==> src/kq_pkg.sv <==
package kq_pkg;

	localparam logic [31:0] KQ_NLF             = 32'h3A5C742E;
	localparam int          KQ_ROUNDS          = 528;
	localparam int          KQ_ROUNDS_PER_STAGE = 8;
	localparam int          KQ_NUM_STAGES      = KQ_ROUNDS / KQ_ROUNDS_PER_STAGE;
	localparam int          KQ_KEY_BITS        = 64;
	localparam logic [63:0] KQ_KEY_RESET       = 64'h442000760712425F;

	// register index decoded from paddr[3]
	localparam logic [0:0]  REG_CIPHER_KEY     = 1'b0;

	typedef enum logic [1:0] {
		ST_VALID       = 2'd0,
		ST_SECOND_FAIL = 2'd1,
		ST_FIRST_FAIL  = 2'd2
	} status_t;

	// clear-side packet data that rides along with the cipher word
	typedef struct packed {
		logic [7:0]        serial_hi;
		logic [7:0]        serial_mid;
		logic [7:0]        serial_tail;
		logic [7:0]        trailer;
		logic [7:0]        extra;
		logic signed [7:0] rssi;
		logic              two_way;
		logic [7:0]        exp_second;
		logic [7:0]        exp_top;
	} side_t;

	typedef struct packed {
		status_t           status;
		logic              two_way;
		logic [4:0]        command;
		logic [31:0]       serial_number;
		logic [15:0]       rolling_counter;
		logic [7:0]        aux_payload;
		logic signed [7:0] rssi;
	} result_t;

	function automatic logic [31:0] kq_round(input logic [31:0] x, input logic kb);
		logic [4:0] sel;
		logic       nb;
		sel = {x[30], x[25], x[19], x[8], x[0]};
		nb  = x[31] ^ x[15] ^ kb ^ KQ_NLF[sel];
		return {x[30:0], nb};
	endfunction

	function automatic logic [3:0] kq_popcount8(input logic [7:0] v);
		logic [3:0] c;
		c = 4'd0;
		for (int i = 0; i < 8; i++) begin
			c = c + {3'd0, v[i]};
		end
		return c;
	endfunction

endpackage

==> src/kq_rounds.sv <==
module kq_rounds
	import kq_pkg::*;
(
	input  logic [31:0]                    word_in,
	input  logic [KQ_ROUNDS_PER_STAGE-1:0] key_bits,
	output logic [31:0]                    word_out
);

	// key_bits holds the descending key slice: the first round takes the top bit
	always_comb begin
		logic [31:0] x;
		x = word_in;
		for (int j = 0; j < KQ_ROUNDS_PER_STAGE; j++) begin
			x = kq_round(x, key_bits[KQ_ROUNDS_PER_STAGE-1-j]);
		end
		word_out = x;
	end

endmodule

==> config.mk <==
export PLATFORM = sky130hd
export DESIGN_NAME = kq_rounds
export DESIGN_NICKNAME = d
export VERILOG_FILES = /design/src/kq_pkg.sv /design/src/kq_rounds.sv
export SDC_FILE = /design/constraint.sdc
export NUM_CORES = 1
export LEC_CHECK = 0
export BUFFER_PORTS_ARGS = -buffer_cell sky130_fd_sc_hd__buf_4
export CAP_MARGIN = 20
export CORE_MARGIN = 3
export CORE_UTILIZATION = 48
export DETAILED_ROUTE_END_ITERATION = 8
export GPL_TIMING_DRIVEN = 0
export PLACE_DENSITY = 0.9
export SYNTH_ARGS = -nofsm -noshare
export SYNTH_HDL_FRONTEND = slang
export SYNTH_SLANG_ARGS = --single-unit
==> constraint.sdc <==
create_clock -name vclk -period 19.3
set_input_delay 1.93 -clock vclk [all_inputs]
set_output_delay 1.93 -clock vclk [all_outputs]
set_load 0.02 [all_outputs]
==> flow_summary.yaml, run 1 <==
status:
  run_status: "finished, final reports clean"
finish:
  finalNonFillerCells: 244
  regArea_sq_um: 0
  layout-drive-gt1-share_pct: 49.77
  seq_cells: 0
  synthToLayoutAreaGrowth_pct: 51.14
  n_antenna_cell: 0
  final_nets: 259
  nClkBuffers: 0
min_path:
  hold_class: "in2out"
  hold_start: "word_in[23]"
  whs_path_depth: 2
  holdPathEnd: "word_out[31]"
clocking:
  ctsResizeCount: 0
  holdBufCountCts: 0
  post_cts_buffers: 0
yosys:
  ys.warnings.count: 0
  ys_types: 36
  synth-simple-area-share_pct: 33.98
  synthCells: 147
  synth_area_leaders: "buf_4 (17%), xnor2_1 (15%), mux2i_1 (6.4%)"
  synth_top_cell_by_area: "buf_4"
  mappedNetlistArea_sq_um: 1094
  synthMuxAreaShare_pct: 10.53
  synth_top_area_share_pct: 17.16
  synth_area_per_cell_sq_um: 7.439
  synthAdderAreaFrac_pct: 0
  yosysSeqAreaShare_pct: 0
  synth_top_family_by_area: "simple AND/OR/NAND/NOR gates"
  synth_compound_area_share_pct: 14.65
  synth_fp_nets: 187
  yosysMostFrequentCell: "buf_4"
  yosys-top-cells-count: "buf_4 (25), xnor2_1 (19), nand2_1 (13)"
  synth_xor_area_share_pct: 21.28
setup_path:
  critPathLaunch: "word_in[0]"
  required_ns: 17.37
  end_kind: "output pin"
  critPathKind: "in2out"
  critPathLaunchType: "primary input"
  worstPathMaxFanout: 5
  crit_arrival_ns: 8.20
route:
  ant_nets: 0
  dr.first_iter.drc_count: 12
  wl_per_cell_um: 11.38
  wl_mm: 2.777
  viasPerCell: 5.115
  drc: 0
  num_vias: 1248
  first_pass_iters: 4
power:
  power_frac_clock_pct: 0
  switching_share_pct: 49.82
  combPwrFrac_pct: 100.0
  p_seq_share_pct: 0
  power.total_w: 0.00007206
  switchingPower_w: 0.00003590
  ir_worst_vdd_uv: 41.43
  powerDensity_nw_per_um2: 43.60
  intPower_w: 0.00003616
  leakagePower_nw: 0.7851
global_routing:
  grt_pass1_vias: 1072
  grt_max_degree: 11
  antenna_found_initial: 0
  overflow: 0
  track_usage_pct: 17.93
  grt_pass1_wl_mm: 4.084
placed_design:
  port_buffers: 70
  dp_hpwl_mm: 2.464
  gp_congestion: 0.7554
  placedCellCount: 244
floorplanning:
  die_w_um: 53.73
  start_util_pct: 53.03
  dieArea_sq_um: 2887
  coreArea_sq_um: 2062
  dieHeight_um: 53.73
  rows: 16
  pin_count: 72
timing:
  report.final.slew_viol_count: 0
  rsz0062_at_grt: "no"
  slew_headroom_pct: 65.63
  fin_crit_ns: 10.13
  finalHoldViolCount: 0
  finalSetupViolCount: 0
  finalCritPeriodShare_pct: 52.51
  clock.fmax_mhz: 98.67
  tns_ns: 0
  worstMarginPinSlew_ns: 0.5119
flow_run:
  maxCapViolCount: 0
power by group through the flow:
stage                     Sequential (W)  Combinational [W]  Clock, W
after floorplan                        0          0.0000465         0
after global placement                 0          0.0000708         0
after detailed placement               0          0.0000722         0
after CTS                              0          0.0000725         0
after global routing                   0          0.0000775         0
final                                  0          0.0000721         0
critical path, cell delays in order:
cell and delay, ns:
buf_4 0.12, xor2_1 0.17, a21oi_1 0.19, a2bb2oi_2 0.10
xnor2_2 0.28, mux2i_1 0.28, nor4_2 0.06, xnor2_1 0.35
mux2_1 0.38, a2111oi_2 0.25, xnor2_1 0.26, mux2_2 0.39
a2111oi_2 0.23, xnor2_1 0.25, and4bb_1 0.27, nor4_2 0.30
xnor2_2 0.20, mux2i_1 0.13, a2111oi_2 0.47, xnor2_2 0.23
mux2_2 0.41, a311oi_1 0.27, nor4_1 0.11, a221oi_2 0.25
xnor2_1 0.15, buf_4 0.16
cells in the final DEF (no fill, tap or decap), types with 2 or more instances in the layout:
cell	Yosys	final
and4b_1	2	2
nand3b_1	7	7
buf_4	25	95
or3_1	2	2
clkbuf_1	3	3
inv_1	4	4
nor4_2	2	2
nor4_1	4	4
nand2_1	13	13
nor3_1	3	3
and3b_1	2	2
xnor2_1	19	19
o21ai_0	5	5
a2111oi_2	3	3
xor2_1	2	2
xnor2_2	3	3
mux2i_1	7	7
mux2_2	3	3
nand2b_1	9	9
a21oi_1	3	3
nor3b_1	3	3
nand3_1	2	2
nor2_1	8	8
how the worst max path moves through the flow:
stage / cells after the start / end / slack, ns
after detailed placement: 26 / word_out[0] / 9.17
after CTS: 26 / word_out[0] / 9.14
after global routing: 26 / word_out[0] / 8.60
final: 26 / word_out[0] / 9.17
after floorplan: 25 / word_out[0] / 8.90
after global placement: 26 / word_out[0] / 9.31
cell families after synthesis:
kind of cell / after synthesis
compound gates: 19
xor+xnor: 24
mux: 11
buf+inv: 32
simple gates: 61
routing by layer:
layer  vias to the layer above  track usage, %  wire length, um
met5                         -               0                0
met4                         0           2.128               15
met3                         2           1.662              243
met2                        57           35.28             1435
met1                       549           20.95             1082
li1                        640               -                -
metrics by stage:
stage / cell area [sq um] / utilization, % / setup slack, ns / hold WS, ns
floorplan: 1094 / - / 8.899 / 3.973
global placement: 1653 / 80.16 / 9.311 / 4.059
detailed placement: 1653 / 80.16 / 9.168 / 4.059
CTS: 1653 / 80.16 / 9.140 / 4.059
global route: 1653 / 80.16 / 8.598 / 4.068
finish: 1653 / 80.16 / 9.165 / 4.059
final cells by class:
| cell class | count | area (sq um) |
|---|---|---|
| plain buffers | 28 | 198.9 |
| fillers | 133 | 409.1 |
| inverters | 4 | 15.01 |
| multi-input cells | 115 | 879.6 |
| well taps | 27 | 33.78 |
| repair buffers | 70 | 525.5 |
No activity file was read; power rests on OpenSTA's default activity.
==> inputs of run 2 (changes only) <==
--- a/config.mk
+++ b/config.mk
@@ -5,13 +5,14 @@
 export SDC_FILE = /design/constraint.sdc
 export NUM_CORES = 1
 export LEC_CHECK = 0
+export ABC_AREA = 1
 export BUFFER_PORTS_ARGS = -buffer_cell sky130_fd_sc_hd__buf_4
 export CAP_MARGIN = 20
 export CORE_MARGIN = 3
-export CORE_UTILIZATION = 48
+export CORE_UTILIZATION = 43
 export DETAILED_ROUTE_END_ITERATION = 8
 export GPL_TIMING_DRIVEN = 0
-export PLACE_DENSITY = 0.9
+export PLACE_DENSITY = 0.8
 export SYNTH_ARGS = -nofsm -noshare
 export SYNTH_HDL_FRONTEND = slang
 export SYNTH_SLANG_ARGS = --single-unit
==> constraint.sdc (replaced) <==
create_clock -name vclk -period 8.52
set_input_delay 0.852 -clock vclk [all_inputs]
set_output_delay 0.852 -clock vclk [all_outputs]
set_load 0.02 [all_outputs]
==> run 2 against run 1 <==
Net effect:
- sequential share of layout area unchanged
- first-iteration DRC count rose to 6.8 times the previous value
- via count up 28%
- die area up 33%
- non-clock buffer count down 2
- setup slack worse by 6.1 ns
- synthesized cell count up 64%
- wire length up 17%
- combinational power up 120%
- area after synthesis up 23%
- clock-buffer cell count unchanged
- critical path depth up 21
- highest routed layer is now met3
==> flow_summary.yaml, run 2 <==
route:
  wl_per_cell_um: 9.124
  wl_mm: 3.239
  ant_nets: 0
  first_pass_iters: 4
  num_vias: 1599
  viasPerCell: 4.504
  dr.first_iter.drc_count: 81
  drc: 0
floorplanning:
  dieArea_sq_um: 3832
  start_util_pct: 46.72
  dieHeight_um: 61.90
  die_w_um: 61.90
  coreArea_sq_um: 2877
  rows: 19
  pin_count: 72
finish:
  seq_cells: 0
  final_nets: 355
  multi_input_area_sq_um: 1036
  synthToLayoutAreaGrowth_pct: 44.13
  final_common_cell: "buf_4"
  nClkBuffers: 0
  layout-drive-gt1-share_pct: 45.37
  n_antenna_cell: 0
  fill_cells: 295
  layout_common_cells: "buf_4 (96), nand2_1 (52), nand3_1 (37)"
  regArea_sq_um: 0
  final_area_sq_um: 1937
timing:
  finalCritPeriodShare_pct: 63.77
  report.final.slew_viol_count: 0
  finalSetupViolCount: 0
  fin_crit_ns: 5.433
  finalHoldViolCount: 0
  worstMarginPinSlew_ns: 0.3538
  tns_ns: 0
  clock.fmax_mhz: 184.0
  slew_headroom_pct: 76.34
  rsz0062_at_grt: "no"
yosys:
  mappedNetlistArea_sq_um: 1344
  synth_top_cell_by_area: "nand2_1"
  synth_top_area_share_pct: 14.53
  synth_area_per_cell_sq_um: 5.576
  ys_types: 14
  yosysSeqAreaShare_pct: 0
  yosysMostFrequentCell: "nand2_1"
  yosys-top-cells-count: "nand2_1 (52), nand3_1 (37), inv_1 (30)"
  ys.warnings.count: 0
  synth_fp_nets: 281
  synthCells: 241
  synth_area_leaders: "nand2_1 (15%), nand3_1 (14%), buf_4 (13%)"
power:
  ir_worst_vdd_uv: 39.68
  leakagePower_nw: 1.115
  powerDensity_nw_per_um2: 82.32
min_path:
  hold_class: "in2out"
flow_run:
  maxCapViolCount: 0
placed_design:
  port_buffers: 72
  dpl_cell_area_sq_um: 1937
  dp_hpwl_mm: 2.943
  gp_congestion: 0.8420
setup_path:
  end_kind: "output pin"
  required_ns: 7.67
  max_stage_delay_ns: 0.15
  critPathKind: "in2out"
  worstPathMaxFanout: 6
  critPathSlowestCell: "nand3_1"
  crit_arrival_ns: 4.58
  critPathLaunchType: "primary input"
  cpMostUsedCell: "nand2_1"
global_routing:
  grt_max_degree: 9
  overflow: 0
  antenna_found_initial: 0
  grt_pass1_wl_mm: 4.947
  grt_pass1_vias: 1276
  track_usage_pct: 15.89
status:
  run_status: "finished, final reports clean"
clocking:
  post_cts_buffers: 0
  holdBufCountCts: 0
  ctsResizeCount: 0
-- run 2: layer usage --
| layer | track usage [%] | up-vias | routed length (um) |
|---|---|---|---|
| li1 | - | 887 | - |
| met5 | 0 | - | 0 |
| met1 | 21.86 | 674 | 1511 |
| met4 | 0 | 0 | 0 |
| met2 | 29.45 | 38 | 1574 |
| met3 | 0.2066 | 0 | 152 |
-- run 2: cell families (layout without fill, tap and decap cells) --
group | count (synthesis) | after routing | synth area share [%]
XOR/XNOR | 14 | 14 | 9.125
AO/OA/AOI/OAI | 14 | 14 | 5.214
AND/OR/NAND/NOR | 155 | 155 | 62.76
buffers and inverters | 58 | 130 | 22.90
-- run 2: power breakdown --
| group | switching, W | internal, W |
|---|---|---|
| logic | 0.0000895 | 0.0000699 |
| clock network | 0 | 0 |
| registers | 0 | 0 |
-- run 2: worst paths after layout --
path / from / end / slack (ns) / cells after the start
worst min-delay path: word_in[10] / word_out[18] / 2.00 / 3
worst max-delay path: word_in[19] / word_out[0] / 3.09 / 47
-- run 2: area by class of cell --
class / instances / share of cell area [%]
multi-input cells: 183 / 53.49
repair buffers: 72 / 27.91
plain buffers: 24 / 9.302
inverters: 34 / 6.589
well taps: 42 / 2.713
-- run 2: stage by stage --
step | utilization, % | instances | setup WS [ns] | total power, W | hold WS (ns)
after CTS | 67.33 | 355 | 3.040 | 0.0001611 | 2.005
after global placement | 67.33 | 355 | 3.119 | 0.0001586 | 2.003
final | 67.33 | 355 | 3.087 | 0.0001594 | 2.002
after global routing | 67.33 | 355 | 2.571 | 0.0001763 | 2.019
after floorplan | - | 241 | 3.163 | 0.0001055 | 1.817
after detailed placement | 67.33 | 355 | 3.048 | 0.0001606 | 2.005
-- run 2: critical path, delay by kind of cell --
family                 cells  cell delay, ns
and+or+nand+nor           44            3.35
buffers and inverters      3            0.34
