**src/kq_pkg.sv**
```systemverilog
package kq_pkg;

	localparam logic [31:0] KQ_NLF             = 32'h3A5C742E;
	localparam int          KQ_ROUNDS          = 528;
	localparam int          KQ_ROUNDS_PER_STAGE = 8;
	localparam int          KQ_NUM_STAGES      = KQ_ROUNDS / KQ_ROUNDS_PER_STAGE;
	localparam int          KQ_KEY_BITS        = 64;
	localparam logic [63:0] KQ_KEY_RESET       = 64'h442000760712425F;

	// register index decoded from paddr[3]
	localparam logic [0:0]  REG_CIPHER_KEY     = 1'b0;

	typedef enum logic [1:0] {
		ST_VALID       = 2'd0,
		ST_SECOND_FAIL = 2'd1,
		ST_FIRST_FAIL  = 2'd2
	} status_t;

	// clear-side packet data that rides along with the cipher word
	typedef struct packed {
		logic [7:0]        serial_hi;
		logic [7:0]        serial_mid;
		logic [7:0]        serial_tail;
		logic [7:0]        trailer;
		logic [7:0]        extra;
		logic signed [7:0] rssi;
		logic              two_way;
		logic [7:0]        exp_second;
		logic [7:0]        exp_top;
	} side_t;

	typedef struct packed {
		status_t           status;
		logic              two_way;
		logic [4:0]        command;
		logic [31:0]       serial_number;
		logic [15:0]       rolling_counter;
		logic [7:0]        aux_payload;
		logic signed [7:0] rssi;
	} result_t;

	function automatic logic [31:0] kq_round(input logic [31:0] x, input logic kb);
		logic [4:0] sel;
		logic       nb;
		sel = {x[30], x[25], x[19], x[8], x[0]};
		nb  = x[31] ^ x[15] ^ kb ^ KQ_NLF[sel];
		return {x[30:0], nb};
	endfunction

	function automatic logic [3:0] kq_popcount8(input logic [7:0] v);
		logic [3:0] c;
		c = 4'd0;
		for (int i = 0; i < 8; i++) begin
			c = c + {3'd0, v[i]};
		end
		return c;
	endfunction

endpackage

```
**src/kq_check.sv**
```systemverilog
module kq_check
	import kq_pkg::*;
(
	input  logic [31:0] plain_word,
	input  side_t       side,
	output result_t     result
);

	always_comb begin
		if (plain_word[23:16] != side.exp_second) begin
			result.status = ST_SECOND_FAIL;
		end else if (plain_word[31:24] != side.exp_top) begin
			result.status = ST_FIRST_FAIL;
		end else begin
			result.status = ST_VALID;
		end
		result.two_way         = side.two_way;
		result.command         = side.trailer[4:0];
		result.serial_number   = {side.serial_hi, side.serial_mid, side.serial_tail,
			side.trailer[7:5], 5'd0};
		result.rolling_counter = plain_word[15:0];
		result.aux_payload     = side.extra;
		result.rssi            = side.rssi;
	end

endmodule

```
**config.mk**
```make
export PLATFORM = sky130hd
export DESIGN_NAME = kq_check
export DESIGN_NICKNAME = d
export VERILOG_FILES = /design/src/kq_pkg.sv /design/src/kq_check.sv
export SDC_FILE = /design/constraint.sdc
export NUM_CORES = 1
export LEC_CHECK = 0
export ABC_AREA = 1
export BUFFER_PORTS_ARGS = -buffer_cell sky130_fd_sc_hd__buf_2
export CELL_PAD_IN_SITES_DETAIL_PLACEMENT = 1
export CELL_PAD_IN_SITES_GLOBAL_PLACEMENT = 2
export CORE_ASPECT_RATIO = 0.6
export CORE_MARGIN = 1.5
export CORE_UTILIZATION = 10
export DETAILED_ROUTE_END_ITERATION = 8
export PLACE_DENSITY_LB_ADDON = 0.12
export SYNTH_ARGS = -nofsm -noshare
export SYNTH_HDL_FRONTEND = slang
export SYNTH_SLANG_ARGS = --single-unit
```
**constraint.sdc**
```tcl
create_clock -name vclk -period 2.65
set_clock_uncertainty 0.05 [all_clocks]
set_input_delay 0.795 -clock vclk [all_inputs]
set_output_delay 0.795 -clock vclk [all_outputs]
set_load 0.1 [all_outputs]
```
==> load_flow_metrics.sql, run 1 <==
INSERT INTO impl_metrics (metric_group, metric, value, unit) VALUES
('global_routing', 'grt_remaining_overflow', '0', ''),
('sta', 'worst_slack', '0.158', 'ns'),
('run', 'maxcap_viol_count', '0', ''),
('die', 'fp.dieH', '74.1', 'um'),
('synthesis', 'post_synth_inst_count', '150', ''),
('worst_setup_path', 'path_common_cell', 'sky130_fd_sc_hd__nand2_1', ''),
('routing', 'ant_nets', '0', ''),
('synthesis', 'syn-mean-instance-area', '5.62', 'um^2'),
('clock_tree', 'postCtsSetupRepairBufs', '0', ''),
('global_routing', 'grt_start_max_net_pins', '3', ''),
('routing', 'drtPass1Iterations', '4', ''),
('routing', 'via_count', '584', ''),
('sta', 'final-setup-viol-count', '0', ''),
('placed_design', 'finalWeightedCongestion', '0.622', ''),
('worst_setup_path', 'crit_path_max_fanout', '2', ''),
('worst_setup_path', 'crit_path_start_kind', 'input pin', ''),
('global_routing', 'grt_pass1_wl', '2550', 'um'),
('placed_design', 'detailed_place_hpwl', '1610', 'um'),
('finish', 'layout_cell_share_with_drive_strength_beyond_1', '32.2', '%'),
('die', 'floorplan.initialDensity', '10.5', '%'),
('worst_setup_path', 'slowest_stage', 'sky130_fd_sc_hd__nor2_1', ''),
('routing', 'initialDrtViolationCount', '12', ''),
('finish', 'layout-area-overhead-vs-synth', '-18.7', '%'),
('routing', 'remaining_drc_errors', '0', ''),
('finish', 'number_of_sequential_cells_in_the_layout', '0', ''),
('min_path', 'hold_class', 'in2out', ''),
('global_routing', 'grt_antenna_before_repair', '0', ''),
('sta', 'timing.fmax', '401', 'MHz'),
('synthesis', 'synth.cell_area', '843', 'um^2'),
('clock_tree', 'cts-hold-fix-buffers', '0', ''),
('sta', 'min_period', '2.49', 'ns'),
('power_and_ir_drop', 'p_leak', '0.436', 'nW'),
('power_and_ir_drop', 'p_per_area', '140', 'nW/um^2'),
('routing', 'post_drt_via_cell_ratio', '2.58', ''),
('global_routing', 'vias_in_the_first_global_route', '560', ''),
('routing', 'postRouteWirelength', '1750', 'um'),
('worst_setup_path', 'crit_arrival', '1.65', 'ns'),
('routing', 'routed_wire_per_std_cell', '7.72', 'um'),
('finish', 'antennaDiodeCount', '0', ''),
('worst_setup_path', 'crit_path_cell_trace', 'buf_2 -> inv_1 -> nand2_1 -> nand2_1 -> nor2_1 -> nand2_1 -> nor2_1 -> nor2_4 -> buf_12', ''),
('sta', 'drv_slew', '0', ''),
('worst_setup_path', 'worst_setup_path_end_kind', 'output port', ''),
('finish', 'filler_cell_count', '1018', ''),
('finish', 'nNetsFinal', '217', ''),
('worst_setup_path', 'worst-endpoint-required', '1.81', 'ns'),
('synthesis', 'synth_cell_types', '7', ''),
('die', 'boundaryPins', '169', ''),
('worst_setup_path', 'critical_path.max_stage_delay', '0.19', 'ns'),
('global_routing', 'global_route.usage.total', '3.37', '%'),
('die', 'fp.dieArea', '9010', 'um^2'),
('power_and_ir_drop', 'vdd_ir_drop_max', '0.0000358', 'V'),
('synthesis', 'synth.yosys.warnings', '0', ''),
('worst_setup_path', 'criticalPathCategory', 'in2out', ''),
('synthesis', 'yosysSeqAreaShare', '0', '%'),
('sta', 'timing.setup.tns', '0', 'ns'),
('die', 'die_width', '122', 'um'),
('sta', 'hold_viol_final', '0', ''),
('placed_design', 'number_of_port_buffers', '34', ''),
('sta', 'final_min_period_over_clock_period', '94.0', '%'),
('die', 'rows', '25', ''),
('finish', 'sequential_cell_area', '0', 'um^2'),
('placed_design', 'worst_setup_timing_slack_at_the_placement_stage', '0.117', 'ns'),
('status', 'status', 'complete, no violations', ''),
('finish', 'final.clkbuf_count', '0', ''),
('clock_tree', 'cts_repair_resize_count', '0', ''),
('die', 'core_area', '8010', 'um^2'),
('sta', 'setup_repair_after_global_routing_missed_its_margin', 'false', '');
where the power goes:
part           internal [mW]  switching, mW
Sequential                 0              0
Combinational         0.0325         0.0634
Clock                      0              0
Total                 0.0325         0.0634
final cells by class:
cell class	count	area, um^2	area share (%)
tap	108	135	19.7
inverter	22	82.6	12.0
timing repair buffer	34	200	29.2
multi-input combinational	62	268	39.1
through the flow:
stage / instances / hold WS, ns / power (mW) / util (%) / instance area [um^2]
2_1_floorplan: 154 / 1.75 / 0.531 / - / 876
3_3_place_gp: 226 / 1.54 / 0.0961 / 8.56 / 686
3_5_place_dp: 226 / 1.54 / 0.0975 / 8.56 / 686
4_1_cts: 226 / 1.54 / 0.0978 / 8.56 / 686
5_1_grt: 226 / 1.54 / 0.107 / 8.56 / 686
6_report: 226 / 1.54 / 0.0959 / 8.56 / 686
critical path, delay by kind of cell:
family                 cells  cell delay [ns]
and+or+nand+nor            6             0.57
buffers and inverters      3             0.28
per-layer routing:
metal,part of all wire [%],wire (um),GRT usage [%]
met5,0,0,0
met4,4.4,76,1.83
met3,14,253,1.76
met2,38,664,4.39
met1,43,751,4.39
layout by cell type (no fill, tap or decap):
cell	Yosys	final
sky130_fd_sc_hd__nand2_1	38	37
sky130_fd_sc_hd__nand2_4	0	1
sky130_fd_sc_hd__buf_12	0	2
sky130_fd_sc_hd__conb_1	1	5
sky130_fd_sc_hd__xnor2_1	3	3
sky130_fd_sc_hd__inv_1	22	22
sky130_fd_sc_hd__buf_2	0	32
sky130_fd_sc_hd__nor2_2	1	2
sky130_fd_sc_hd__nor2_4	0	1
sky130_fd_sc_hd__nor2_1	15	13
cell usage after synthesis:
cell,instances,area (um^2)
sky130_fd_sc_hd__xnor2_1,3,26.3
sky130_fd_sc_hd__buf_4,70,526
sky130_fd_sc_hd__nor2_1,15,56.3
sky130_fd_sc_hd__nor2_2,1,6.26
sky130_fd_sc_hd__conb_1,1,3.75
sky130_fd_sc_hd__nand2_1,38,143
sky130_fd_sc_hd__inv_1,22,82.6
cells by family (layout without fill, tap and decap cells):
logic type             count (synthesis)  count (layout)  synth area share [%]
other                                  1               5                 0.445
XOR/XNOR                               3               3                  3.12
AND/OR/NAND/NOR                       54              54                  24.3
buffers and inverters                 92              56                  72.1
worst paths after layout:
path / to / start / cells after the start / slack (ns)
max: result[71] / side[6] / 9 / 0.16
min: result[37] / side[38] / 0 / 1.54
Power figures use the tool's default switching activity.
==> run 2, diff against run 1 <==
--- a/config.mk
+++ b/config.mk
@@ -7,12 +7,13 @@
 export LEC_CHECK = 0
 export ABC_AREA = 1
 export BUFFER_PORTS_ARGS = -buffer_cell sky130_fd_sc_hd__buf_2
-export CELL_PAD_IN_SITES_DETAIL_PLACEMENT = 1
+export CELL_PAD_IN_SITES_DETAIL_PLACEMENT = 0
 export CELL_PAD_IN_SITES_GLOBAL_PLACEMENT = 2
 export CORE_ASPECT_RATIO = 0.6
 export CORE_MARGIN = 1.5
 export CORE_UTILIZATION = 10
 export DETAILED_ROUTE_END_ITERATION = 8
+export MAX_ROUTING_LAYER = met4
 export PLACE_DENSITY_LB_ADDON = 0.12
 export SYNTH_ARGS = -nofsm -noshare
 export SYNTH_HDL_FRONTEND = slang
==> load_flow_metrics.sql, run 2 (synthesized netlist as in run 1, its figures left out) <==
INSERT INTO impl_metrics (metric_group, metric, value, unit) VALUES
('die', 'floorplan.initialDensity', '10.5', '%'),
('placed_design', 'number_of_port_buffers', '34', ''),
('sta', 'final_min_period_over_clock_period', '93.9', '%'),
('finish', 'post-route-util', '8.56', '%'),
('die', 'rows', '25', ''),
('finish', 'final.clkbuf_count', '0', ''),
('routing', 'remaining_drc_errors', '0', ''),
('status', 'status', 'complete, no violations', ''),
('global_routing', 'global_route.usage.total', '3.13', '%'),
('worst_setup_path', 'crit_path_max_fanout', '2', ''),
('placed_design', 'postPlaceCellArea', '686', 'um^2'),
('worst_setup_path', 'crit_arrival', '1.64', 'ns'),
('sta', 'timing.fmax', '402', 'MHz'),
('finish', 'antennaDiodeCount', '0', ''),
('global_routing', 'vias_in_the_first_global_route', '488', ''),
('worst_setup_path', 'worst_setup_path_endpoint', 'result[71]', ''),
('die', 'fp.dieArea', '9010', 'um^2'),
('routing', 'drtPass1Iterations', '4', ''),
('sta', 'timing.setup.tns', '0', 'ns'),
('finish', 'layout.cells.most_common_list', 'sky130_fd_sc_hd__nand2_1 (37), sky130_fd_sc_hd__buf_2 (32), sky130_fd_sc_hd__inv_1 (22)', ''),
('die', 'boundaryPins', '169', ''),
('worst_setup_path', 'worst_setup_path_end_kind', 'output port', ''),
('finish', 'sequential_cell_area', '0', 'um^2'),
('routing', 'postRouteWirelength', '1630', 'um'),
('worst_setup_path', 'worst-endpoint-required', '1.81', 'ns'),
('placed_design', 'detailed_place_hpwl', '1500', 'um'),
('routing', 'initialDrtViolationCount', '18', ''),
('finish', 'number_of_sequential_cells_in_the_layout', '0', ''),
('placed_design', 'worst_setup_timing_slack_at_the_placement_stage', '0.111', 'ns'),
('sta', 'min_period', '2.49', 'ns'),
('die', 'fp.dieH', '74.1', 'um'),
('finish', 'layout_commonest_cell', 'sky130_fd_sc_hd__nand2_1', ''),
('finish', 'nNetsFinal', '217', ''),
('routing', 'post_drt_via_cell_ratio', '2.56', ''),
('finish', 'layout-area-overhead-vs-synth', '-18.7', '%'),
('global_routing', 'grt_pass1_wl', '2300', 'um'),
('finish', 'layout_cell_share_with_drive_strength_beyond_1', '32.2', '%'),
('placed_design', 'finalWeightedCongestion', '0.626', ''),
('finish', 'filler_cell_count', '980', ''),
('global_routing', 'grt_start_max_net_pins', '3', ''),
('die', 'core_area', '8010', 'um^2'),
('finish', 'final_cells', '226', ''),
('sta', 'drv_slew', '0', ''),
('clock_tree', 'cts-hold-fix-buffers', '0', ''),
('power_and_ir_drop', 'p_per_area', '138', 'nW/um^2'),
('finish', 'multiInputGateArea', '268', 'um^2'),
('power_and_ir_drop', 'p_leak', '0.436', 'nW'),
('sta', 'whs', '1.54', 'ns'),
('sta', 'hold_viol_final', '0', ''),
('placed_design', 'place_inst', '226', ''),
('routing', 'ant_nets', '0', ''),
('routing', 'via_count', '578', ''),
('worst_setup_path', 'startpoint', 'plain_word[16]', ''),
('die', 'die_width', '122', 'um'),
('clock_tree', 'cts_repair_resize_count', '0', ''),
('power_and_ir_drop', 'p_total', '0.0948', 'mW'),
('worst_setup_path', 'criticalPathCategory', 'in2out', ''),
('global_routing', 'grt_remaining_overflow', '0', ''),
('sta', 'final-setup-viol-count', '0', ''),
('finish', 'design_area', '686', 'um^2'),
('run', 'maxcap_viol_count', '0', ''),
('sta', 'worst_slack', '0.162', 'ns'),
('power_and_ir_drop', 'vdd_ir_drop_max', '0.0000369', 'V'),
('min_path', 'hold_class', 'in2out', ''),
('sta', 'setup_repair_after_global_routing_missed_its_margin', 'false', ''),
('global_routing', 'grt_antenna_before_repair', '0', ''),
('routing', 'routed_wire_per_std_cell', '7.21', 'um'),
('worst_setup_path', 'crit_path_start_kind', 'input pin', ''),
('clock_tree', 'postCtsSetupRepairBufs', '0', '');
run 2: how the worst min path moves through the flow:
stage,endpoint,cells after the start,slack (ns),start
after floorplan,result[0],1,1.75,side[17]
after global placement,result[13],0,1.54,side[30]
after detailed placement,result[13],0,1.54,side[30]
after CTS,result[13],0,1.54,side[30]
after global routing,result[10],0,1.54,side[27]
final,result[37],0,1.54,side[38]
run 2: critical path, stage by stage:
cell and delay [ns]:
sky130_fd_sc_hd__buf_2 0.11, sky130_fd_sc_hd__inv_1 0.04, sky130_fd_sc_hd__nand2_1 0.04, sky130_fd_sc_hd__nand2_1 0.07, sky130_fd_sc_hd__nand2_1 0.06, sky130_fd_sc_hd__nor2_2 0.15, sky130_fd_sc_hd__nand2_4 0.08, sky130_fd_sc_hd__nor2_4 0.10
sky130_fd_sc_hd__buf_12 0.18
run 2: power breakdown:
group,switching [mW],total (mW),internal (mW),leakage [nW]
combinational,0.0624,0.0948,0.0325,0.436
clock,0,0,0,0
sequential,0,0,0,0
total,0.0624,0.0948,0.0325,0.436
run 2: layer usage:
layer	GRT usage (%)	up-vias	part of all wire [%]
met3	1.76	14	16
met5	-	-	0
met1	4.08	224	43
li1	-	289	-
met2	3.58	51	36
met4	1.83	0	4.4
run 2: final cells by class:
| cell class | count | share of cell area (%) |
|---|---|---|
| Multi-Input combinational cell | 62 | 39.1 |
| Timing Repair Buffer | 34 | 29.2 |
| Tap cell | 108 | 19.7 |
| Inverter | 22 | 12.0 |
