[config.mk]
export PLATFORM = sky130hd
export DESIGN_NAME = kq_cfg
export DESIGN_NICKNAME = d
export VERILOG_FILES = /design/src/kq_pkg.sv /design/src/kq_cfg.sv
export SDC_FILE = /design/constraint.sdc
export NUM_CORES = 1
export LEC_CHECK = 0
export ABC_AREA = 1
export BUFFER_PORTS_ARGS = -buffer_cell sky130_fd_sc_hd__buf_2
export CAP_MARGIN = 20
export CORE_MARGIN = 2
export CORE_UTILIZATION = 40
export CTS_BUF_LIST = sky130_fd_sc_hd__clkbuf_8
export CTS_CLUSTER_DIAMETER = 150
export CTS_CLUSTER_SIZE = 16
export DETAILED_ROUTE_END_ITERATION = 12
export MAX_ROUTING_LAYER = met4
export PLACE_DENSITY = 0.76
export SLEW_MARGIN = 20
export SYNTH_ARGS = -nofsm -noshare
export SYNTH_HDL_FRONTEND = slang
export SYNTH_SLANG_ARGS = --single-unit
[constraint.sdc]
create_clock -name clk -period 2.1 [get_ports clk]
set_clock_uncertainty 0.05 [all_clocks]
set_input_delay 0 -clock clk [delete_from_list [all_inputs] [get_ports clk]]
set_output_delay 0 -clock clk [all_outputs]
set_load 0.01 [all_outputs]
[src/kq_pkg.sv]
package kq_pkg;

	localparam logic [31:0] KQ_NLF             = 32'h3A5C742E;
	localparam int          KQ_ROUNDS          = 528;
	localparam int          KQ_ROUNDS_PER_STAGE = 8;
	localparam int          KQ_NUM_STAGES      = KQ_ROUNDS / KQ_ROUNDS_PER_STAGE;
	localparam int          KQ_KEY_BITS        = 64;
	localparam logic [63:0] KQ_KEY_RESET       = 64'h442000760712425F;

	// register index decoded from paddr[3]
	localparam logic [0:0]  REG_CIPHER_KEY     = 1'b0;

	typedef enum logic [1:0] {
		ST_VALID       = 2'd0,
		ST_SECOND_FAIL = 2'd1,
		ST_FIRST_FAIL  = 2'd2
	} status_t;

	// clear-side packet data that rides along with the cipher word
	typedef struct packed {
		logic [7:0]        serial_hi;
		logic [7:0]        serial_mid;
		logic [7:0]        serial_tail;
		logic [7:0]        trailer;
		logic [7:0]        extra;
		logic signed [7:0] rssi;
		logic              two_way;
		logic [7:0]        exp_second;
		logic [7:0]        exp_top;
	} side_t;

	typedef struct packed {
		status_t           status;
		logic              two_way;
		logic [4:0]        command;
		logic [31:0]       serial_number;
		logic [15:0]       rolling_counter;
		logic [7:0]        aux_payload;
		logic signed [7:0] rssi;
	} result_t;

	function automatic logic [31:0] kq_round(input logic [31:0] x, input logic kb);
		logic [4:0] sel;
		logic       nb;
		sel = {x[30], x[25], x[19], x[8], x[0]};
		nb  = x[31] ^ x[15] ^ kb ^ KQ_NLF[sel];
		return {x[30:0], nb};
	endfunction

	function automatic logic [3:0] kq_popcount8(input logic [7:0] v);
		logic [3:0] c;
		c = 4'd0;
		for (int i = 0; i < 8; i++) begin
			c = c + {3'd0, v[i]};
		end
		return c;
	endfunction

endpackage

[src/kq_cfg.sv]
module kq_cfg
	import kq_pkg::*;
(
	input  logic                   clk,
	input  logic                   arst_n,
	input  logic                   psel,
	input  logic                   penable,
	input  logic                   pwrite,
	input  logic [3:0]             paddr,
	input  logic [63:0]            pwdata,
	output logic [63:0]            prdata,
	output logic                   pready,
	output logic [KQ_KEY_BITS-1:0] cipher_key
);

	logic [KQ_KEY_BITS-1:0] key_q;
	logic                   wr_en;

	assign pready = 1'b1;
	assign wr_en  = psel & penable & pwrite & pready;

	always_ff @(posedge clk or negedge arst_n) begin
		if (!arst_n) begin
			key_q <= KQ_KEY_RESET;
		end else if (wr_en && paddr[3:3] == REG_CIPHER_KEY) begin
			key_q <= pwdata;
		end
	end

	always_comb begin
		if (paddr[3:3] == REG_CIPHER_KEY) begin
			prdata = key_q;
		end else begin
			prdata = 64'd0;
		end
	end

	assign cipher_key = key_q;

endmodule

==> results.md, run 1 <==
* Fin crit period at roughly 1.3 ns
* HPWL Detailed at 5.97 mm
* Post-cts sizing count at 0
* Distinct cell type count after synthesis at 14
* Num CTS Buffers at 9
* Largest register FFs at 64
* Worst reg-to-reg setup slack at 1.29 ns
* Top FF cell, synth: dfrtp_1
* WL per Instance at 12.9 um
* Boundary pin count at 202
* Slew Limit Fails at 0
* Area of the mapped netlist at 0.00316 mm2
* Die H at 92.9 um
* Layout Nets at 741
* Critical Path Start Type: register
* Slew at the pin closest to its max-slew limit at 0.745 ns
* Post-synthesis net count at 491
* Core ar. at 0.00769 mm2
* Global-route wire length before repair at 16.0 mm
* Cell area after placement at 0.00412 mm2
* Critical setup path kind: reg -> out
* Top cells by area, synth: dfrtp_1 34%, dfstp_2 17%, nand2_1 15%
* CTS tree: yes
* Post-route ant nets at 0
* Cell Pwr Density at 774 mW/mm2
* GP Congestion at 0.793
* Layout cells sized above 1 at 35.4%
* Pint at between 2 and 3 mW
* Max-Cap Viols at 0
* Later-pin clock latency in the skew report at 0.32 ns
* Clk pwr share at between 20% and 30%
* Synth warn at 0
* Initial DRC Count at 192
* Drt drc at 0
* NetSw at 1.30 mW
* Final WL at 9.98 mm
* FFs w/ async S/R, synth at 100%
* Antenna violations before repair at 0
* Initial Util at 41.1%
* RSZ-0062 raised after global routing: false
* Worst-path clk slew at 0.07 ns
* Crit path required time at about 2 ns
* Synth Register Bits at 64
* Critical Path Start: cipher_key[26]
* Tcrit/Tclk final at between 60% and 70%
* Setup TNS at 0 ns
* First-pass DRT Iterations at 4
* Slew headroom at just over 50%
* EDFF count, synth at 0
* Met2 usage at 43.0%
* Worst R2R End: cipher_key[4]
* Total gr overflow at 0
* Placed Cells at 694
* Comb power frac at 31.2%
* Final setup violation count at 0
* Htree depth at 3
* CP Max Fanout at 3
* Sw frac at 34.0%
* Antenna diodes at 0
* Most used routing layer: met2
* Drt via density at 4.55
* Die area at 0.00863 mm2
* Hold Vio Cnt, Final at 0
* Worst-case reg-to-reg path depth at 2
* Grt met3 use at 4.15%
* Die Span X at roughly 93 um
* Number of global-route vias before repair at roughly 3.4k
* Clock sinks at 64
* Clock root cell: clkbuf_8
* Met1 usage at 26.1%
* GRT Util Overall at 23.7%
* Area Growth Syn to Fin at 56.3%
* Largest net degree at the start of global routing at 65
* Fill cells at 666
* Status: complete, no violations
* Synth Instances at roughly 420
* Worst VDD drop at 0.000384 V
* Number of I/O port buffers at 197
* Leakage power at approximately 3.0 nW
* Syn avg cell area at between 7 and 8 um2
* RR Startpoint: cipher_key[4]
* # rows at 32
* Final Cell Area at 0.00494 mm2
* Seq/Total Area, Yosys at about 52%
* Pwr Total at 3.82 mW
* HP Class: in -> async
* Synth top area share at about 34%
* CTS max path bufs at 2
* Arrival @ worst endpoint at 1.21 ns
* Fmax at 0.792 GHz
* Vias at 3529
* Cell taking the most area after synthesis: dfrtp_1
* Post-route insts no fill at 775
* Layout Utilization at 64.3%
* Crit end category: output port
* Flop pwr share at 44.8%
through the flow:
step	hold slack, ns	setup WS [ns]
4_1_cts	0.239	0.898
6_report	0.235	0.838
3_5_place_dp	0.0585	0.890
5_1_grt	0.296	0.790
2_1_floorplan	-0.346	1.31
3_3_place_gp	0.0498	0.890
power by group through the flow:
stage,registers (mW),clock network [mW],logic [mW]
6_report,1.71,0.916,1.19
5_1_grt,1.74,0.992,1.33
4_1_cts,1.71,0.944,1.18
3_5_place_dp,1.72,0,1.09
3_3_place_gp,1.71,0,1.06
2_1_floorplan,1.82,0,0.469
metal layers:
metal	share of wire (%)	wire, um	vias to the layer above
li1	-	-	1726
met4	2.3	233	0
met3	6.3	629	24
met1	39	3910	1617
met5	0	0	-
met2	52	5200	162
cells by family (layout without fill, tap and decap cells):
family / after synthesis / in the layout / share of synthesized area [%]
buffers and inverters: 94 / 349 / 14.8
AND/OR/NAND/NOR: 259 / 259 / 33.6
flip-flops: 64 / 64 / 51.5
other: 1 / 1 / 0.119
cell usage after synthesis, types with 3 or more instances:
cell     number
buf_2        13
buf_4         7
buf_6         5
buf_8         3
dfrtp_1      43
dfstp_2      21
inv_1        65
nand2_1     129
nand3_1      64
nor2_1       64
worst max-delay path, cell delays in order (launching register included):
cell,delay [ns]
dfstp_2,0.54
inv_1,0.06
nor2_1,0.13
buf_2,0.16
worst max path at each step:
stage | slack, ns | cells after the start | endpoint
CTS | 0.90 | 3 | prdata[26]
floorplan | 1.31 | 2 | prdata[0]
finish | 0.84 | 3 | prdata[26]
detailed placement | 0.89 | 6 | cipher_key[54]
global route | 0.79 | 3 | prdata[9]
global placement | 0.89 | 5 | cipher_key[29]
final cells by class:
cell class | count | area [um2] | share of cell area, %
Timing Repair Buffer | 267 | 1700 | 34.4
Sequential cell | 64 | 1630 | 33.0
Multi-Input combinational cell | 260 | 1070 | 21.6
Inverter | 66 | 248 | 5.02
Clock buffer | 11 | 151 | 3.06
Tap cell | 102 | 128 | 2.58
Clock inverter | 5 | 20.0 | 0.405
cells in the final DEF, fill, tap and decap left out:
cell	count
buf_2	197
nand2_1	129
inv_1	69
dlygate4sd3_1	65
nor2_1	64
nand3_1	64
dfrtp_1	43
dfstp_2	21
clkbuf_8	11
buf_4	3
buf_12	2
nor2_4	1
inv_2	1
nand2_2	1
conb_1	1
clkinv_2	1
what timing repair did:
| action | CTS | global route |
|---|---|---|
| setup buffers | 0 | 0 |
| endpoints found under the hold margin | 86 | 0 |
| hold buffers | 65 | 0 |
Power figures use the tool's default switching activity.
==> run 2: changes to the inputs <==
--- a/config.mk
+++ b/config.mk
@@ -15,7 +15,7 @@
 export CTS_CLUSTER_SIZE = 16
 export DETAILED_ROUTE_END_ITERATION = 12
 export MAX_ROUTING_LAYER = met4
-export PLACE_DENSITY = 0.76
+export PLACE_DENSITY = 0.79
 export SLEW_MARGIN = 20
 export SYNTH_ARGS = -nofsm -noshare
 export SYNTH_HDL_FRONTEND = slang
==> constraint.sdc (replaced) <==
create_clock -name clk -period 1.13 [get_ports clk]
set_clock_uncertainty 0.05 [all_clocks]
set_input_delay 0 -clock clk [delete_from_list [all_inputs] [get_ports clk]]
set_output_delay 0 -clock clk [all_outputs]
set_load 0.01 [all_outputs]
==> run 2 against run 1 <==
  * The run now ends with setup timing left
  * Power increased by 94%
  * Register-to-register slack got worse by 1.0 ns
  * Worst hold slack worse by 0.13 ns
  * Highest routed layer unchanged
==> results.md, run 2 (same netlist as run 1, synthesis figures left out) <==
* Sw frac at 33.6%
* CTS tree: yes
* Post-route ant nets at 0
* Arrival @ worst endpoint at ~1.1 ns
* Layout Nets at 752
* Initial DRC Count at 89
* Core ar. at 0.00769 mm2
* Critical Path Start Type: register
* Area Growth Syn to Fin at 61.5%
* Later-pin clock latency in the skew report at approximately 0.32 ns
* Final Cell Area at 0.00510 mm2
* NetSw at ~2.5 mW
* Drt via density at ~4.6
* HPWL Detailed at 5.98 mm
* Worst VDD drop at 0.000731 V
* Crit path required time at roughly 1.1 ns
* Num CTS Buffers at 9
* Die area at 0.00863 mm2
* WL per Instance at 12.8 um
* Vias at 3611
* Worst Hold Margin at 0.103 ns
* Worst Setup Slack, final at -0.0607 ns
* Leakage power at 3.03 nW
* HP Class: in -> reg
* CTS max path bufs at 2
* Tcrit/Tclk final at 105%
* Failing checks: setup timing
* Slew Limit Fails at 0
* Worst reg-to-reg setup slack at 0.25 ns
* Commonest non-fill, non-tap cells in the layout: 193 x buf_2, 129 x nand2_1, 65 x dlygate4sd3_1, 64 x nand3_1, 58 x nor2_1
* Cell Pwr Density at 1450 mW/mm2
* Antenna violations before repair at 0
* Setup TNS at -0.663 ns
* Layout cells sized above 1 at 40.4%
* Number of global-route vias before repair at around 3.6k
* Fin crit period at 1.19 ns
* First-pass DRT Iterations at 4
* Drt drc at 0
* Clock sinks at 64
* Die Span X at slightly above 90 um
* Max-Cap Viols at 0
* Hold path depth at 5
* Cell area after placement at 0.00417 mm2
* Global-route wire length before repair at 15.9 mm
* GP Congestion at 0.809
* Boundary pin count at ~200
* Leading cell type in the layout, fill and taps excluded: buf_2
* Total gr overflow at 0
* Number of I/O port buffers at 197
* Initial Util at 41.1%
* Fmax at 0.840 GHz
* Comb power frac at approximately a third
* CP Max Fanout at 3
* Status: finished with violations
* # rows at 32
* Worst-path clk slew at 0.07 ns
* Antenna diodes at 0
* Largest net degree at the start of global routing at 65
* Critical setup path kind: reg -> out
* Hold Vio Cnt, Final at 0
* Worst-case reg-to-reg path depth at 3
* Htree depth at 3
* Clock root cell: clkbuf_8
* Crit end category: output port
* Die H at 92.9 um
* Clk pwr share at 24.4%
* Final WL at slightly above 10 mm
* Pint at 4.92 mW
* Layout Utilization at ~66%
* GRT Util Overall at about a quarter
* Largest register FFs at 64
* Flop pwr share at 43.4%
* RSZ-0062 raised after global routing: true
* Final setup violation count at 21
## run 2: cell types whose count changed in the layout (fill, tap and decap cells not counted), moves of 4 or more
| cell | previous run | this run |
|---|---|---|
| inv_1 | 69 | 48 |
| inv_2 | 1 | 21 |
| buf_4 | 3 | 10 |
| buf_6 | 0 | 6 |
| buf_2 | 197 | 193 |
| nor2_1 | 64 | 58 |
| nor2_2 | 0 | 6 |
## run 2: power groups by stage
| stage | Clock [mW] | Combinational [mW] | Sequential (mW) |
|---|---|---|---|
| 2_1_floorplan | 0 | 0.872 | 3.37 |
| 3_3_place_gp | 0 | 1.98 | 3.19 |
| 3_5_place_dp | 0 | 2.04 | 3.22 |
| 4_1_cts | 1.86 | 2.26 | 3.19 |
| 5_1_grt | 1.96 | 2.64 | 3.28 |
| 6_report | 1.81 | 2.38 | 3.21 |
## run 2: critical path, cell delays in order (launching register included)
cell,delay (ns)
dfstp_2,0.55
inv_1,0.05
nor2_2,0.08
buf_2,0.13
## run 2: layer usage
metal | GRT usage [%] | wire length, um
met1 | 24.4 | 3900
met2 | 43.2 | 5380
met3 | 3.50 | 513
met4 | 11.2 | 289
met5 | - | 0
## run 2: layout make-up
type,instances,area [um2]
timing repair buffer,278,1840
multi-input combinational,260,1080
clock buffer,9,124
sequential,64,1630
clock inverter,7,56.3
tap,102,128
fill,644,2580
inverter,66,248
## run 2: what timing repair did
item / in CTS / in global routing
gates resized for setup: 9 / 23
pin swaps: 0 / 1
buffers inserted: 2 / 6
hold buffers: 65 / 0
hold endpoints to repair: 128 / 0
setup endpoints to repair: 21 / 28
## run 2: final timing paths
path / from / to
min: paddr[3] / cipher_key[1]
max in group asynchronous: arst_n / cipher_key[53]
min in group asynchronous: arst_n / cipher_key[19]
min reg2reg: cipher_key[33] / cipher_key[33]
max reg2reg: cipher_key[24] / cipher_key[24]
max: cipher_key[53] / prdata[53]
## run 2: through the flow
step | power, mW | worst slack (ns) | cells
floorplan | 4.25 | 0.337 | 418
global placement | 5.17 | 0.220 | 697
finish | 7.40 | -0.0607 | 786
CTS | 7.30 | -0.0670 | 780
global route | 7.88 | -0.145 | 786
detailed placement | 5.25 | 0.155 | 697
==> run 3: changes to the inputs <==
--- a/config.mk
+++ b/config.mk
@@ -8,6 +8,7 @@
 export ABC_AREA = 1
 export BUFFER_PORTS_ARGS = -buffer_cell sky130_fd_sc_hd__buf_2
 export CAP_MARGIN = 20
+export CORE_ASPECT_RATIO = 0.5
 export CORE_MARGIN = 2
 export CORE_UTILIZATION = 40
 export CTS_BUF_LIST = sky130_fd_sc_hd__clkbuf_8
==> run 3 against run 2 <==
  * Clock power rose by 16%
  * Fmax fell by 3.6%
  * The run still ends with setup timing left
  * Critical endpoint is now prdata[58]
  * Count of clock-buffer cells in the layout increased by 4
  * Non-clock buffer count grew 3
==> results.md, run 3 (same netlist as run 1, synthesis figures left out) <==
* Status: finished with violations
* Failing checks: setup timing
* Layout Nets at 755
* Die H at ~67 um
* Later-pin clock latency in the skew report at ~0.34 ns
* Leakage power at 3.05 nW
* Setup TNS at -1.23 ns
* Die Span X at 130 um
* Critical setup path kind: reg -> out
* Setup slack at placement at between 0.2 and 0.25 ns
* Clock sinks at 64
* HPWL Detailed at between 6 and 7 mm
* First-pass DRT Iterations at 5
* Max-Cap Viols at 0
* Largest register FFs at between 60 and 70
* Hold path depth at 5
* GRT Util Overall at 23.1%
* Core ar. at 0.00749 mm2
* Worst-case reg-to-reg path depth at 4
* Final setup violation count at 24
* Vias at roughly 3.5k
* Fin crit period at 1.24 ns
* WL per Instance at about 13 um
* Global-route wire length before repair at 15.0 mm
* CTS tree: yes
* HP Class: in -> reg
* Number of global-route vias before repair at between 3k and 4k
* Final WL at ~10 mm
* Post-route ant nets at 0
* Slew Limit Fails at 0
* Area Growth Syn to Fin at 63.3%
* Antenna violations before repair at 0
* Largest net degree at the start of global routing at 65
* Cell Pwr Density at 1490 mW/mm2
* Arrival @ worst endpoint at 1.19 ns
* Leading cell type in the layout, fill and taps excluded: buf_2
* Worst VDD drop at just over 0.0007 V
* Hold Vio Cnt, Final at 0
* GP Congestion at 0.764
* # rows at 22
* Crit path required time at roughly 1.1 ns
* CP Max Fanout at 3
* Commonest non-fill, non-tap cells in the layout: 193 x buf_2, 129 x nand2_1, 65 x dlygate4sd3_1, 64 x nand3_1, 56 x nor2_1
* Layout cells sized above 1 at between 40% and 50%
* Worst Setup Slack, final at -0.105 ns
* Clock root cell: clkbuf_8
* Drt drc at 0
* RSZ-0062 raised after global routing: true
* Tcrit/Tclk final at 109%
* Htree depth at 3
* Initial DRC Count at 150
* Num CTS Buffers at 9
* Worst-path clk slew at 0.07 ns
* Critical Path Start Type: register
* Pwr Total at about 7.7 mW
* CTS max path bufs at 2
* Die area at 0.00867 mm2
* Boundary pin count at 202
* Initial Util at ~42%
* Total gr overflow at 0
* Fmax at just over 0.8 GHz
* Number of I/O port buffers at 197
* Crit end category: output port
* Drt via density at roughly 4.4
run 3: cell types whose count changed in the layout (fill, tap and decap cells not counted):
cell	delta
nor2_1	-2
buf_4	+5
buf_6	-1
diode_2	+1
nor2_2	+2
inv_1	-3
inv_2	+1
buf_12	-1
clkinv_2	-2
clkbuf_8	+4
run 3: what timing repair did:
action                                  in CTS  in global routing
endpoints found under the setup margin      21                 28
setup buffers                                2                  7
hold buffers                                65                  0
resized for setup                            8                 26
endpoints found under the hold margin      128                  0
pin swaps                                    0                  1
run 3: power breakdown:
group / internal [mW] / switching [mW] / leakage [nW]
combinational: 1.11 / 1.28 / 2.17
sequential: 2.83 / 0.377 / 0.761
clock: 1.25 / 0.856 / 0.117
total: 5.19 / 2.51 / 3.05
run 3: per-layer routing:
layer	vias up	global-route usage [%]	wire length, um
met1	1627	22.9	3880
met2	102	43.4	5510
li1	1759	-	-
met3	26	5.38	339
met4	0	11.4	295
met5	-	-	0
run 3: final timing paths:
kind / endpoint / slack [ns] / from
setup / recovery: prdata[58] / -0.11 / cipher_key[58]
hold / removal: cipher_key[24] / 0.12 / paddr[3]
setup reg to reg: cipher_key[36] / 0.11 / cipher_key[36]
hold reg to reg: cipher_key[20] / 0.42 / cipher_key[20]
max in group asynchronous: cipher_key[53] / 0.56 / arst_n
min in group asynchronous: cipher_key[10] / 0.14 / arst_n
run 3: worst max-delay path, stage by stage (launching register included):
cell	delay (ns)
dfstp_2	0.57
inv_2	0.04
nor2_1	0.09
buf_2	0.15
run 3: through the flow:
step                      util, %  area, um2  std cells  hold slack, ns
final                        69.0       5160        796           0.116
after global routing         68.9       5160        795           0.120
after CTS                    67.6       5060        788          0.0941
after detailed placement     55.8       4180        705         -0.0167
after global placement       55.8       4180        705         -0.0131
after floorplan                 -       3160        418          -0.346
run 3: area by class of cell:
| class | count | area [um2] |
|---|---|---|
| Timing Repair Buffer | 281 | 1850 |
| Clock inverter | 3 | 38.8 |
| Antenna cell | 1 | 2.50 |
| Tap cell | 108 | 135 |
| Sequential cell | 64 | 1630 |
| Fill cell | 589 | 2320 |
| Clock buffer | 13 | 179 |
| Multi-Input combinational cell | 260 | 1090 |
| Inverter | 66 | 248 |
